**src/osa_pkg.sv**
```systemverilog
package osa_pkg;

    localparam int SAMPLE_W   = 16;
    localparam int SUM_W      = 24;
    localparam int AVG_W      = 24;
    localparam int FRAC_W     = 8;
    localparam int DIVIDEND_W = SUM_W + FRAC_W;
    localparam int OS_W       = 8;
    localparam int SPOT_W     = 16;
    localparam int PLANE_W    = 8;
    localparam int FRAME_W    = 16;
    localparam int CH_CFG_W   = 4;
    localparam int CH_OUT_W   = 3;
    localparam int CFG_DATA_W = 16;
    localparam int CFG_IDX_W  = 2;
    localparam int DIV_STEPS  = DIVIDEND_W;
    localparam int STEP_W     = $clog2(DIV_STEPS);

    typedef enum logic [CFG_IDX_W-1:0] {
        REG_CHANNEL_COUNT    = 2'd0,
        REG_OVERSAMPLE_COUNT = 2'd1,
        REG_SPOTS_PER_PLANE  = 2'd2,
        REG_PLANE_COUNT      = 2'd3
    } osa_cfg_reg_t;

    typedef enum logic [1:0] {
        ST_IDLE,
        ST_DIVIDE,
        ST_HOLD
    } osa_state_t;

    typedef struct packed {
        logic accept;
        logic div_step;
        logic load_out;
    } osa_cmd_t;

    typedef struct packed {
        logic last_os;
        logic out_free;
    } osa_status_t;

endpackage

```
**src/osa_ctrl.sv**
```systemverilog
module osa_ctrl (
    input  logic                clk,
    input  logic                rst_n,
    input  logic                in_valid,
    output logic                in_stall,
    input  osa_pkg::osa_status_t status,
    output osa_pkg::osa_cmd_t    cmd
);
    import osa_pkg::*;

    osa_state_t        state_reg;
    osa_state_t        state_next;
    logic [STEP_W-1:0] step_reg;
    logic [STEP_W-1:0] step_next;

    always_ff @(posedge clk or negedge rst_n)
    begin
        if (!rst_n)
        begin
            state_reg <= ST_IDLE;
            step_reg  <= '0;
        end
        else
        begin
            state_reg <= state_next;
            step_reg  <= step_next;
        end
    end

    always_comb
    begin
        state_next   = state_reg;
        step_next    = step_reg;
        cmd.accept   = 1'b0;
        cmd.div_step = 1'b0;
        cmd.load_out = 1'b0;
        in_stall     = 1'b1;
        unique case (state_reg)
            ST_IDLE:
            begin
                in_stall = 1'b0;
                if (in_valid)
                begin
                    cmd.accept = 1'b1;
                    if (status.last_os)
                    begin
                        state_next = ST_DIVIDE;
                        step_next  = '0;
                    end
                end
            end
            ST_DIVIDE:
            begin
                cmd.div_step = 1'b1;
                step_next    = step_reg + 1'b1;
                if (step_reg == STEP_W'(DIV_STEPS - 1))
                begin
                    state_next = ST_HOLD;
                end
            end
            ST_HOLD:
            begin
                // wait for the output register to empty
                if (status.out_free)
                begin
                    cmd.load_out = 1'b1;
                    state_next   = ST_IDLE;
                end
            end
            default:
            begin
                state_next = ST_IDLE;
            end
        endcase
    end

endmodule

```
**src/osa_datapath.sv**
```systemverilog
module osa_datapath #(
    parameter int MAX_CHANNELS = 8
) (
    input  logic                                clk,
    input  logic                                rst_n,
    input  logic                                cfg_we,
    input  logic [osa_pkg::CFG_IDX_W-1:0]       cfg_index,
    input  logic [osa_pkg::CFG_DATA_W-1:0]      cfg_data,
    input  logic [osa_pkg::SAMPLE_W-1:0]        sample,
    input  osa_pkg::osa_cmd_t                   cmd,
    output osa_pkg::osa_status_t                status,
    input  logic                                out_stall,
    output logic                                out_valid,
    output logic [osa_pkg::AVG_W-1:0]           average,
    output logic [osa_pkg::CH_OUT_W-1:0]        channel_index,
    output logic [osa_pkg::SPOT_W-1:0]          spot_index,
    output logic [osa_pkg::PLANE_W-1:0]         plane_index,
    output logic [osa_pkg::FRAME_W-1:0]         frame_index,
    output logic                                frame_done
);
    import osa_pkg::*;

    localparam int CW = (MAX_CHANNELS > 1) ? $clog2(MAX_CHANNELS) : 1;
    localparam int MW = (CW + 1 > CH_CFG_W) ? CW + 1 : CH_CFG_W;

    // configuration
    logic [CH_CFG_W-1:0] ch_cfg_reg;
    logic [OS_W-1:0]     os_cfg_reg;
    logic [SPOT_W-1:0]   sp_cfg_reg;
    logic [PLANE_W-1:0]  pl_cfg_reg;

    // position counters and running sums
    logic [CW-1:0]       ch_pos_reg;
    logic [OS_W-1:0]     os_pos_reg;
    logic [SPOT_W-1:0]   sp_pos_reg;
    logic [PLANE_W-1:0]  pl_pos_reg;
    logic [FRAME_W-1:0]  fr_pos_reg;
    logic [SUM_W-1:0]    sums_reg [MAX_CHANNELS];

    // result tag captured at accept
    logic [CW-1:0]       tag_ch_reg;
    logic [SPOT_W-1:0]   tag_sp_reg;
    logic [PLANE_W-1:0]  tag_pl_reg;
    logic [FRAME_W-1:0]  tag_fr_reg;
    logic                tag_done_reg;

    // divider
    logic [DIVIDEND_W-1:0] quot_reg;
    logic [OS_W-1:0]       rem_reg;
    logic [OS_W-1:0]       divisor_reg;
    logic [OS_W:0]         rem_shift;
    logic [OS_W:0]         rem_diff;
    logic                  rem_ge;

    // output register
    logic                out_valid_reg;
    logic [AVG_W-1:0]    avg_reg;
    logic [CW-1:0]       out_ch_reg;
    logic [SPOT_W-1:0]   out_sp_reg;
    logic [PLANE_W-1:0]  out_pl_reg;
    logic [FRAME_W-1:0]  out_fr_reg;
    logic                out_done_reg;

    logic [MW-1:0]       eff_ch;
    logic [OS_W-1:0]     eff_os;
    logic [SPOT_W-1:0]   eff_sp;
    logic [PLANE_W-1:0]  eff_pl;
    logic                last_ch;
    logic                last_os;
    logic                last_sp;
    logic                last_pl;
    logic [SUM_W-1:0]    sum_new;

    // a zero count acts as one; too many channels clamp to the maximum
    always_comb
    begin
        if (ch_cfg_reg == '0)
        begin
            eff_ch = MW'(1);
        end
        else if (MW'(ch_cfg_reg) > MW'(MAX_CHANNELS))
        begin
            eff_ch = MW'(MAX_CHANNELS);
        end
        else
        begin
            eff_ch = MW'(ch_cfg_reg);
        end
    end

    assign eff_os  = (os_cfg_reg == '0) ? OS_W'(1) : os_cfg_reg;
    assign eff_sp  = (sp_cfg_reg == '0) ? SPOT_W'(1) : sp_cfg_reg;
    assign eff_pl  = (pl_cfg_reg == '0) ? PLANE_W'(1) : pl_cfg_reg;

    assign last_ch = MW'(ch_pos_reg) >= (eff_ch - MW'(1));
    assign last_os = os_pos_reg >= (eff_os - OS_W'(1));
    assign last_sp = sp_pos_reg >= (eff_sp - SPOT_W'(1));
    assign last_pl = pl_pos_reg >= (eff_pl - PLANE_W'(1));

    // first oversample of a spot loads the sum, later ones add to it
    assign sum_new = (os_pos_reg == '0) ? SUM_W'(sample)
                                        : sums_reg[ch_pos_reg] + SUM_W'(sample);

    assign status.last_os  = last_os;
    assign status.out_free = !out_valid_reg || !out_stall;

    always_ff @(posedge clk or negedge rst_n)
    begin
        if (!rst_n)
        begin
            ch_cfg_reg <= CH_CFG_W'(1);
            os_cfg_reg <= OS_W'(1);
            sp_cfg_reg <= SPOT_W'(1);
            pl_cfg_reg <= PLANE_W'(1);
        end
        else if (cfg_we)
        begin
            unique case (osa_cfg_reg_t'(cfg_index))
                REG_CHANNEL_COUNT:    ch_cfg_reg <= cfg_data[CH_CFG_W-1:0];
                REG_OVERSAMPLE_COUNT: os_cfg_reg <= cfg_data[OS_W-1:0];
                REG_SPOTS_PER_PLANE:  sp_cfg_reg <= cfg_data[SPOT_W-1:0];
                REG_PLANE_COUNT:      pl_cfg_reg <= cfg_data[PLANE_W-1:0];
                default:              ;
            endcase
        end
    end

    always_ff @(posedge clk or negedge rst_n)
    begin
        if (!rst_n)
        begin
            ch_pos_reg <= '0;
            os_pos_reg <= '0;
            sp_pos_reg <= '0;
            pl_pos_reg <= '0;
            fr_pos_reg <= '0;
            for (int i = 0; i < MAX_CHANNELS; i++)
            begin
                sums_reg[i] <= '0;
            end
        end
        else if (cmd.accept)
        begin
            sums_reg[ch_pos_reg] <= last_os ? '0 : sum_new;
            if (!last_ch)
            begin
                ch_pos_reg <= ch_pos_reg + 1'b1;
            end
            else
            begin
                ch_pos_reg <= '0;
                if (!last_os)
                begin
                    os_pos_reg <= os_pos_reg + 1'b1;
                end
                else
                begin
                    os_pos_reg <= '0;
                    if (!last_sp)
                    begin
                        sp_pos_reg <= sp_pos_reg + 1'b1;
                    end
                    else
                    begin
                        sp_pos_reg <= '0;
                        if (!last_pl)
                        begin
                            pl_pos_reg <= pl_pos_reg + 1'b1;
                        end
                        else
                        begin
                            pl_pos_reg <= '0;
                            fr_pos_reg <= fr_pos_reg + 1'b1;
                        end
                    end
                end
            end
        end
    end

    // restoring division, one quotient bit a step
    assign rem_shift = {rem_reg, quot_reg[DIVIDEND_W-1]};
    assign rem_diff  = rem_shift - {1'b0, divisor_reg};
    assign rem_ge    = rem_shift >= {1'b0, divisor_reg};

    always_ff @(posedge clk)
    begin
        if (cmd.accept && last_os)
        begin
            quot_reg     <= {sum_new, FRAC_W'(0)};
            rem_reg      <= '0;
            divisor_reg  <= eff_os;
            tag_ch_reg   <= ch_pos_reg;
            tag_sp_reg   <= sp_pos_reg;
            tag_pl_reg   <= pl_pos_reg;
            tag_fr_reg   <= fr_pos_reg;
            tag_done_reg <= last_ch && last_sp && last_pl;
        end
        else if (cmd.div_step)
        begin
            quot_reg <= {quot_reg[DIVIDEND_W-2:0], rem_ge};
            rem_reg  <= rem_ge ? rem_diff[OS_W-1:0] : rem_shift[OS_W-1:0];
        end
    end

    always_ff @(posedge clk or negedge rst_n)
    begin
        if (!rst_n)
        begin
            out_valid_reg <= 1'b0;
        end
        else if (cmd.load_out)
        begin
            out_valid_reg <= 1'b1;
        end
        else if (!out_stall)
        begin
            out_valid_reg <= 1'b0;
        end
    end

    always_ff @(posedge clk)
    begin
        if (cmd.load_out)
        begin
            avg_reg      <= quot_reg[AVG_W-1:0];
            out_ch_reg   <= tag_ch_reg;
            out_sp_reg   <= tag_sp_reg;
            out_pl_reg   <= tag_pl_reg;
            out_fr_reg   <= tag_fr_reg;
            out_done_reg <= tag_done_reg;
        end
    end

    assign out_valid     = out_valid_reg;
    assign average       = avg_reg;
    assign channel_index = CH_OUT_W'(out_ch_reg);
    assign spot_index    = out_sp_reg;
    assign plane_index   = out_pl_reg;
    assign frame_index   = out_fr_reg;
    assign frame_done    = out_done_reg;

endmodule

```
**src/oversampled_spot_averager.sv**
```systemverilog
// Oversampled spot averager. Raw 16-bit samples come in interleaved with the
// channel varying fastest, then oversample, spot, plane and frame. The block
// keeps one running sum per channel and, on the last oversample of a channel
// for a spot, gives one item: the average as unsigned 16.8 fixed point
// (sum * 256 / oversample_count, fraction truncated) with its channel, spot,
// plane and frame position, and frame_done on the last average of a frame.
// Timing: a sample that closes no average is accepted on arrival while the
// block is idle, and the next may follow straight after. A sample that
// closes an average occupies the block while it is accepted, divided
// by the bit-serial divider (one quotient bit per cycle, 32-bit dividend)
// and loaded into a free output register, which holds a finished item while
// the next samples are taken, so a stalled output only blocks input once a
// second average is ready. Write configuration while the block is idle; a
// zero count acts as one and a channel count above MAX_CHANNELS is clamped.
module oversampled_spot_averager #(
    parameter int MAX_CHANNELS = 8
) (
    input  logic                             clk,
    input  logic                             rst_n,
    // configuration
    input  logic                             cfg_we,
    input  logic [osa_pkg::CFG_IDX_W-1:0]    cfg_index,
    input  logic [osa_pkg::CFG_DATA_W-1:0]   cfg_data,
    // sample input
    input  logic                             in_valid,
    output logic                             in_stall,
    input  logic [osa_pkg::SAMPLE_W-1:0]     sample,
    // result output
    output logic                             out_valid,
    input  logic                             out_stall,
    output logic [osa_pkg::AVG_W-1:0]        average,
    output logic [osa_pkg::CH_OUT_W-1:0]     channel_index,
    output logic [osa_pkg::SPOT_W-1:0]       spot_index,
    output logic [osa_pkg::PLANE_W-1:0]      plane_index,
    output logic [osa_pkg::FRAME_W-1:0]      frame_index,
    output logic                             frame_done
);
    import osa_pkg::*;

    osa_cmd_t    cmd;
    osa_status_t status;

    // sequence accept, divide and hand-over
    osa_ctrl u_ctrl (
        .clk      (clk),
        .rst_n    (rst_n),
        .in_valid (in_valid),
        .in_stall (in_stall),
        .status   (status),
        .cmd      (cmd)
    );

    // counters, sums, divider and output register
    osa_datapath #(
        .MAX_CHANNELS (MAX_CHANNELS)
    ) u_datapath (
        .clk           (clk),
        .rst_n         (rst_n),
        .cfg_we        (cfg_we),
        .cfg_index     (cfg_index),
        .cfg_data      (cfg_data),
        .sample        (sample),
        .cmd           (cmd),
        .status        (status),
        .out_stall     (out_stall),
        .out_valid     (out_valid),
        .average       (average),
        .channel_index (channel_index),
        .spot_index    (spot_index),
        .plane_index   (plane_index),
        .frame_index   (frame_index),
        .frame_done    (frame_done)
    );

endmodule

```
**config.mk**
```make
export PLATFORM = sky130hd
export DESIGN_NAME = oversampled_spot_averager
export DESIGN_NICKNAME = d
export VERILOG_FILES = /design/src/osa_pkg.sv /design/src/osa_ctrl.sv /design/src/osa_datapath.sv /design/src/oversampled_spot_averager.sv
export SDC_FILE = /design/constraint.sdc
export NUM_CORES = 1
export LEC_CHECK = 0
export BUFFER_PORTS_ARGS = -buffer_cell sky130_fd_sc_hd__buf_2
export CELL_PAD_IN_SITES_DETAIL_PLACEMENT = 1
export CELL_PAD_IN_SITES_GLOBAL_PLACEMENT = 1
export CORE_UTILIZATION = 50
export CTS_CLUSTER_SIZE = 24
export DETAILED_ROUTE_END_ITERATION = 10
export PLACE_DENSITY_LB_ADDON = 0.1
export SLEW_MARGIN = 30
export SYNTH_ARGS = -nofsm -noshare
export SYNTH_HDL_FRONTEND = slang
export SYNTH_HIERARCHICAL = 1
export SYNTH_SLANG_ARGS = --single-unit
```
**constraint.sdc**
```tcl
create_clock -name clk -period 6.45 [get_ports clk]
set_clock_uncertainty 0.15 [all_clocks]
set_input_delay 1.29 -clock clk [delete_from_list [all_inputs] [get_ports clk]]
set_output_delay 1.29 -clock clk [all_outputs]
set_load 0.01 [all_outputs]
```
==> results.toml <==
[outcome]
outcome = "finished clean"

[timing]
min_period_ps = 5090
setup_viol_count_final = 0
fin_setup_tns_ps = 0
finalMaxSlewViolations = 0
finalCritPeriodShare = 0.790
rsz0062_at_grt = "no"
fmax_mhz = 196
relSlewSlack = 0.328
finalWorstSetupSlack_ps = 1360
hold_violations = 0
worst_pin_slew_ps = 1010

[die]
core_mm2 = 0.0407
die_w_um = 205
fp.dieArea_mm2 = 0.0420
die_h_um = 205
row_count = 74
start_util = 0.506
ioPinCount = 109

[finish]
final_common_cell = "nand2_1"
finalNetCount = 2020
layout_common_cells = "nand2_1 (324), dfrtp_1 (280), o21ai_0 (245)"
syn2layout_area_growth_pct = 13.0
fillers = 4343
regArea_mm2 = 0.0118
largest_reg_flops = 192
stdcell_area_mm2 = 0.0233
multi_input_area_mm2 = 0.00827
diodes = 0
drive_above_1_share = 0.172

[synthesis]
synthTopCellsByArea = "dfrtp_1 (34%), edfxtp_1 (21%), o21ai_0 (5.9%)"
ys_warn_count = 6
yosys_most_used_dff = "dfrtp_1"
synth_edf_count = 144
synth.net_count = 1928
ys_types = 85
syn_area_per_cell_um2 = 11.4
async_flop_share = 0.642
netlist.top_cell.by_area = "dfrtp_1"
yosysSeqAreaShare = 0.574
synth_top_area_share = 0.343
ys_ff_latch = 447
syn-cell-area_mm2 = 0.0206
syn_inst = 1816

[place]
numPortBuffers = 108
dpl.hpwl_um = 36600
gp_congestion = 0.858
placed_cell_area_mm2 = 0.0216
dp_slack_ps = 1460

[clocking]
ctsLongestPathBuffers = 3
clk_latency_ps = 590
cts_sinks = 447
cts_tree = "done"
h-tree-depth = 2
clk_pin_slew_ps = 60
post_cts_resized = 0
post-cts-setup-buffers = 0
ctsHoldBuffers = 0
numCtsBuffers = 49
cts_root_buf = "clkbuf_16"

[setup_path]
cp_data_required_time_ps = 6790
cp_slowest_cell = "nor4_1"
crit_arrival_ps = 5430
cp_common_cell = "nand2_1"
crit_chain = "nor4_1, nand3b_1, nor2_1, nand3b_1, or2_1, nor2b_1, ha_1, nand2_1, xor2_1, ha_1, nor3_1, or3_1, o211ai_1, nand2_1, o21ai_1, buf_4, and2_1, nand2_1, o31ai_1"
max_stage_delay_ps = 540
worstSetupPathType = "flip-flop to flip-flop"
path_buf_inv = 1
cp_top_family = "simple AND/OR/NAND/NOR gates"
cp-end-kind = "flip-flop"
cp-start-kind = "flip-flop"
crit_path_max_fanout = 13

[flow_run]
drv_cap = 0

[grt]
grt_pass1_vias = 15753
grt_use_total = 0.276
grt_pass1_wl_um = 89000
antenna_found_initial = 0
grt_overflow = 0
grt_max_degree = 133

[pwr]
p_per_area_mw_per_mm2 = 473
p_leak_nw = 9.97
irDropWorstVdd_mv = 0.244
total_power_mw = 11.0

[routing]
wirelength_um = 55800
vias = 14611
wire_per_inst_um = 22.5
viasPerCell = 5.89
drcViolationCount = 0
dr.pass1.iters = 5
route.antenna.remaining_nets = 0
drtIter0Drc = 889

[hold_path]
hold_class = "flip-flop to flip-flop"
cell families (layout without fill, tap and decap cells):
family / after synthesis / count (layout) / synth area share
simple gates: 599 / 599 / 0.131
flops: 447 / 447 / 0.574
compound gates: 396 / 396 / 0.111
buf+inv: 126 / 259 / 0.0254
mux: 110 / 110 / 0.0825
fa+ha+maj: 73 / 73 / 0.0450
xor+xnor: 65 / 65 / 0.0305
path summary, 6_finish.rpt:
path | from | to | slack, ps | cells past startpoint
setup / recovery | u_datapath/sp_cfg_reg[2]$_DFFE_PN0P_ | u_datapath/pl_pos_reg[7]$_DFFE_PN0P_ | 1360 | 19
hold / removal | u_datapath/tag_pl_reg[0]$_DFFE_PP_ | u_datapath/plane_index[0]$_DFFE_PP_ | 260 | 0
setup reg to reg | u_datapath/sp_cfg_reg[2]$_DFFE_PN0P_ | u_datapath/pl_pos_reg[7]$_DFFE_PN0P_ | 1360 | 19
hold reg to reg | u_datapath/tag_pl_reg[0]$_DFFE_PP_ | u_datapath/plane_index[0]$_DFFE_PP_ | 260 | 0
max in group asynchronous | rst_n | u_datapath/sums_reg[127]$_DFFE_PN0P_ | 4380 | 2
min in group asynchronous | rst_n | u_datapath/fr_pos_reg[13]$_DFFE_PN0P_ | 550 | 1
Yosys cell counts (all sizes together), types with 17 or more instances:
| cell type | count |
|---|---|
| nand2 | 326 |
| a21oi | 42 |
| edfxtp | 144 |
| ha | 71 |
| mux4 | 44 |
| nand3 | 44 |
| clkbuf | 72 |
| mux2 | 40 |
| nand4 | 17 |
| and3 | 18 |
| buf | 17 |
| xnor2 | 26 |
| inv | 35 |
| o21ai | 264 |
| xor2 | 39 |
| nor3 | 22 |
| mux2i | 26 |
| dfrtp | 283 |
| nand2b | 21 |
| nor2 | 84 |
metal layers:
metal,up-vias,wire [um],GRT usage
li1,6669,-,-
met1,7561,25000,0.384
met2,304,27400,0.457
met3,77,2360,0.0417
met4,0,1080,0.0680
met5,-,0,0
cell type report:
type,instances,share of cell area
Timing Repair Buffer,130,0.0314
Inverter,37,0.00596
Multi-Input combinational cell,1243,0.355
Tap cell,532,0.0286
Sequential cell,447,0.508
Clock inverter,17,0.00924
Clock buffer,75,0.0616
metrics by stage:
stage	util	instances	hold WS, ps
after detailed placement	0.531	2389	255
after global routing	0.572	2481	273
after floorplan	-	1816	250
after global placement	0.531	2389	250
final	0.572	2481	258
after CTS	0.571	2481	261
power by group:
part / total [mW] / switching, mW / internal (mW)
clock: 2.85 / 1.15 / 1.70
combinational: 3.96 / 2.46 / 1.51
sequential: 4.21 / 0.525 / 3.68
total: 11.0 / 4.13 / 6.88
No activity file was read; power rests on OpenSTA's default activity.
